<file path="src/rtl/tnts_pkg.sv">
// Shared types, constants and functions for the toroidal nearest target search.
// Used by tnts_cell and toroidal_nearest_target_search; depends on nothing.

package tnts_pkg;

	localparam int GRID_SIZE_DEF   = 100;
	localparam int TABLE_DEPTH_DEF = 512;
	localparam int COORD_W         = 7;
	localparam int DIST_W          = 8;
	localparam int IDX_MAX_W       = 12;
	localparam int RADIUS_W        = 8;
	localparam logic [RADIUS_W-1:0] RADIUS_RESET = 8'd40;

	// Request codes.
	localparam logic [1:0] REQ_APPEND = 2'd0;
	localparam logic [1:0] REQ_REMOVE = 2'd1;
	localparam logic [1:0] REQ_QUERY  = 2'd2;

	// Status codes.
	localparam logic [1:0] ST_OK        = 2'd0;
	localparam logic [1:0] ST_FULL      = 2'd1;
	localparam logic [1:0] ST_BAD_INDEX = 2'd2;

	typedef logic [COORD_W-1:0] coord_t;
	typedef logic [DIST_W-1:0] dist_t;
	typedef logic [COORD_W-1:0] mod_lut_t [2**COORD_W];

	// One stored target.
	typedef struct packed {
		coord_t y;
		coord_t x;
	} entry_t;

	// Running best that travels down the row of cells.
	typedef struct packed {
		logic                 vld;
		logic                 found;
		logic [IDX_MAX_W-1:0] idx;
		dist_t                distance;
	} token_t;

	// Reduction table for coordinates, built at elaboration.
	function automatic mod_lut_t build_mod_lut(int g);
		mod_lut_t lut;
		int       v;
		for (int i = 0; i < 2**COORD_W; i++) begin
			v = i;
			for (int j = 0; j < 2**COORD_W; j++) begin
				if (v >= g) begin
					v = v - g;
				end
			end
			lut[i] = COORD_W'(v);
		end
		return lut;
	endfunction

	// Largest ladder rung not above the radius; zero when none applies.
	function automatic dist_t reach_of(logic [RADIUS_W-1:0] r);
		dist_t reach;
		reach = '0;
		if (r >= 8'd5)  reach = 8'd5;
		if (r >= 8'd10) reach = 8'd10;
		if (r >= 8'd20) reach = 8'd20;
		if (r >= 8'd30) reach = 8'd30;
		if (r >= 8'd40) reach = 8'd40;
		if (r >= 8'd50) reach = 8'd50;
		return reach;
	endfunction

endpackage

</file>
<file path="src/rtl/tnts_cell.sv">
// One cell of the target row: holds one table entry and scores the passing word.
// Depends on tnts_pkg.

module tnts_cell #(
	parameter int GRID_SIZE = tnts_pkg::GRID_SIZE_DEF,
	parameter int CELL_IDX  = 0
) (
	input  logic                clk,
	input  logic                arst_n,
	input  logic                load_en,
	input  tnts_pkg::entry_t    load_data,
	input  logic                shift_en,
	input  tnts_pkg::entry_t    next_data,
	input  logic                in_range,
	input  tnts_pkg::coord_t    qx,
	input  tnts_pkg::coord_t    qy,
	input  tnts_pkg::dist_t     reach,
	input  tnts_pkg::token_t    tok_in,
	output tnts_pkg::entry_t    entry,
	output tnts_pkg::token_t    tok_out
);

	localparam logic [tnts_pkg::COORD_W-1:0] HALF  = tnts_pkg::COORD_W'(GRID_SIZE / 2);
	localparam logic [tnts_pkg::COORD_W:0]   GRID  = (tnts_pkg::COORD_W+1)'(GRID_SIZE);

	tnts_pkg::entry_t entry_q;
	tnts_pkg::token_t tok_q;
	tnts_pkg::coord_t dx_raw, dy_raw, dx, dy;
	tnts_pkg::dist_t  cand_dist;
	logic             better;
	tnts_pkg::token_t tok_nxt;

	// Entry storage: append loads, removal takes the neighbor's entry.
	always_ff @(posedge clk) begin
		if (load_en) begin
			entry_q <= load_data;
		end else if (shift_en) begin
			entry_q <= next_data;
		end
	end

	// Wrap-around Manhattan distance to the query point.
	always_comb begin
		dx_raw = (qx > entry_q.x) ? qx - entry_q.x : entry_q.x - qx;
		dy_raw = (qy > entry_q.y) ? qy - entry_q.y : entry_q.y - qy;
		dx = (dx_raw > HALF) ? tnts_pkg::COORD_W'(GRID - {1'b0, dx_raw}) : dx_raw;
		dy = (dy_raw > HALF) ? tnts_pkg::COORD_W'(GRID - {1'b0, dy_raw}) : dy_raw;
		cand_dist = {1'b0, dx} + {1'b0, dy};
		// Strictly nearer only, so the lowest index keeps a tie.
		better = in_range && (reach != '0) && (cand_dist <= reach)
			&& (!tok_in.found || cand_dist < tok_in.distance);
		tok_nxt = tok_in;
		if (better) begin
			tok_nxt.found    = 1'b1;
			tok_nxt.idx      = tnts_pkg::IDX_MAX_W'(CELL_IDX);
			tok_nxt.distance = cand_dist;
		end
	end

	// The word moves one cell per cycle.
	always_ff @(posedge clk or negedge arst_n) begin
		if (!arst_n) begin
			tok_q <= '0;
		end else begin
			tok_q <= tok_nxt;
		end
	end

	assign entry   = entry_q;
	assign tok_out = tok_q;

endmodule

</file>
<file path="config.mk">
export PLATFORM = sky130hd
export DESIGN_NAME = tnts_cell
export DESIGN_NICKNAME = d
export VERILOG_FILES = /design/src/rtl/tnts_pkg.sv /design/src/rtl/tnts_cell.sv
export SDC_FILE = /design/constraint.sdc
export NUM_CORES = 1
export LEC_CHECK = 0
export BUFFER_PORTS_ARGS = -buffer_cell sky130_fd_sc_hd__buf_4
export CAP_MARGIN = 20
export CORE_UTILIZATION = 53
export DETAILED_ROUTE_END_ITERATION = 12
export GPL_ROUTABILITY_DRIVEN = 1
export PLACE_DENSITY_LB_ADDON = 0.12
export SLEW_MARGIN = 20
export SYNTH_ARGS = -nofsm -noshare
export SYNTH_HDL_FRONTEND = slang
export SYNTH_SLANG_ARGS = --single-unit
</file>
<file path="constraint.sdc">
create_clock -name clk -period 7.7 [get_ports clk]
set_clock_uncertainty 0.2 [all_clocks]
set_input_delay 0.385 -clock clk [delete_from_list [all_inputs] [get_ports clk]]
set_output_delay 0.385 -clock clk [all_outputs]
set_load 0.01 [all_outputs]
</file>
==> impl_metrics.ini <==
[routing]
wirelength_um = 9150
dr.first_iter.drc_count = 175
route.antenna.remaining_nets = 0
drc = 0
drt_pass1_iterations = 4
wl_per_cell_um = 14.9
vias_per_cell = 5.43
dr_total_vias = 3344

[global_routing]
antenna_found_initial = 0
gr-total-overflow = 0
grt_usage_pct = 25.5
grt_start_max_net_pins = 23
grt_pass1_wl_um = 15000
grt_pass1_vias = 3360

[timing]
worstMarginPinSlew_ps = 479
finalSetupTns_ps = 0
finalMaxSlewViolations = 0
fmax_ghz = 0.157
timing.hold.ws_ps = 85.6
fin_crit_sh_pct = 82.8
rsz0062_at_grt = no
min_period_ps = 6370
setup_viol_count_final = 0
final.setup.worst_slack_ps = 1330
hold_violations = 0
relSlewSlack_pct = 68.0

[pwr]
finalPower_mw = 1.65
p_leak_nw = 2.39
power_density_nw_per_um2 = 343
ir_drop_v = 0.000305

[logic_synthesis]
synth_top_area_share_pct = 17.2
synth_edf_count = 14
synth_most_common_cell = inv_1
synthesis.area_sq_um = 3780
synth_top_cells_by_area = ha_1 17%, dfrtp_1 15%, edfxtp_1 11%
ys_warn_count = 0
async_flop_share_pct = 61.1
ys_ff_latch = 36
synth_nets = 540
ys_dominant_reg_cell = dfrtp_1
yosys-top-cells-count = 54 x inv_1, 52 x ha_1, 25 x a21oi_1
syn_area_per_cell_sq_um = 9.30
yosysSeqAreaShare_pct = 25.7
ys_types = 67
synthesis.instances = 406
synth_top_area_cell = ha_1

[placement]
place_ws_ps = 1340
place_congestion = 0.896
place_inst = 606
numPortBuffers = 112
detailedPlacementHpwl_um = 7480
place_area_sq_um = 4690

[clock_tree]
htreeDepth = 2
tritoncts = done
post_cts_buffers = 0
cts-root-buf = clkbuf_8
clk_latency_ps = 310
clkTransAtPathRegs_ps = 90
cts_sinks = 36
cts_buffers = 5
clk_path_buf_depth = 2

[min_path]
hold_path_class = in2reg
hold_path_depth = 2

[floorplanning]
die-area_sq_um = 7470
fp.dieH_um = 86.4
core_sq_um = 6830
io-pin-count = 113
die_w_um = 86.4
start_util_pct = 55.3
num_rows = 30

[final_layout]
drive_gt1_share_pct = 33.1
syn_to_final_growth_pct = 27.1
final_area_sq_um = 4800
finish.net_count = 653
antenna_cells = 0
utilization_pct = 70.3
fin_cells = 616

[setup_path]
cp_max_fo = 18
end_kind = flip-flop
required_ps = 7690
cp-start-kind = flip-flop
critPathArrivalTime_ps = 6370
r2r_cells = 26
worstSetupPathType = reg2reg

[run_status]
run_status = completed

[run]
drv_cap = 0
[cell families (layout without fill, tap and decap cells)]
family | Yosys count | in the layout | synth area share (%)
multiplexers | 26 | 26 | 7.72
buffers and inverters | 63 | 177 | 6.76
XOR/XNOR | 9 | 9 | 2.09
flip-flops | 36 | 36 | 25.7
AND/OR/NAND/NOR | 104 | 104 | 16.5
adder cells (fa/ha/maj) | 57 | 57 | 19.9
AO/OA/AOI/OAI | 111 | 111 | 21.3
[cell type report]
| type | count | area [sq um] |
|---|---|---|
| inverter | 54 | 203 |
| timing repair buffer | 115 | 868 |
| sequential | 36 | 971 |
| clock buffer | 5 | 68.8 |
| fill | 562 | 2030 |
| clock inverter | 3 | 20.0 |
| tap | 96 | 120 |
| multi-input combinational | 307 | 2550 |
[layout by cell type, fill, tap and decap left out, types with 4 or more instances in the layout]
cell	instances
a21o_1	9
a21oi_1	25
a31oi_1	4
and2_1	13
buf_4	113
clkbuf_8	5
dfrtp_1	22
edfxtp_1	14
fa_1	5
ha_1	52
inv_1	54
mux2_2	22
nand2_1	19
nand2b_1	8
nand3_1	11
nor2_1	10
nor2b_1	5
nor3_1	5
nor3_2	4
o211ai_1	6
o21a_1	12
o21ai_0	12
o21ai_1	5
o21bai_1	5
or3_1	5
xnor2_1	7
[critical path: stages, from the launching register on]
cell      delay [ps]
edfxtp_1         430
ha_1             490
nand3_2          150
nor3_2           370
a21oi_4          110
nand2_4          110
mux2i_1          400
inv_1            100
ha_1             190
o21a_1           200
a31oi_1          260
mux2i_1          170
fa_1             490
a21oi_1          150
nor2_1            50
nor2_1           170
o21bai_1          90
a21oi_1          170
xnor2_1          210
ha_1             310
a21o_1           180
a21oi_1          220
nand3b_1         110
a21oi_1          220
o211ai_1         180
buf_4            240
mux2_2           290
[report_power, final]
| group | total, mW | switching (mW) | internal (mW) |
|---|---|---|---|
| registers | 0.291 | 0.0230 | 0.268 |
| clock network | 0.148 | 0.0831 | 0.0647 |
| logic | 1.21 | 0.637 | 0.573 |
| total | 1.65 | 0.743 | 0.906 |
[path summary, 6_finish.rpt]
path	startpoint	slack [ps]	end
worst min-delay path	tok_in[18]	90	tok_out[18]
worst max register to register	entry[3]	1330	tok_out[5]
worst min register to register	entry[0]	910	tok_out[0]
max in group asynchronous	arst_n	6780	tok_out[21]
worst max-delay path	entry[3]	1330	tok_out[5]
min in group asynchronous	arst_n	290	tok_out[4]
[routing by layer]
metal	part of all wire [%]	global-route usage, %
met1	43	30.8
met2	50	46.0
met4	1.3	6.82
met3	6.1	5.24
met5	0	0
[registers in the layout (all words and copies together), names as in the netlist]
name,flops
tok_out,22
entry,14
[what timing repair did]
item | 4_1_cts | 5_1_grt
hold endpoints to repair | 23 | 0
gates resized for setup | 0 | 0
hold buffers | 2 | 0
Power figures use the tool's default switching activity.
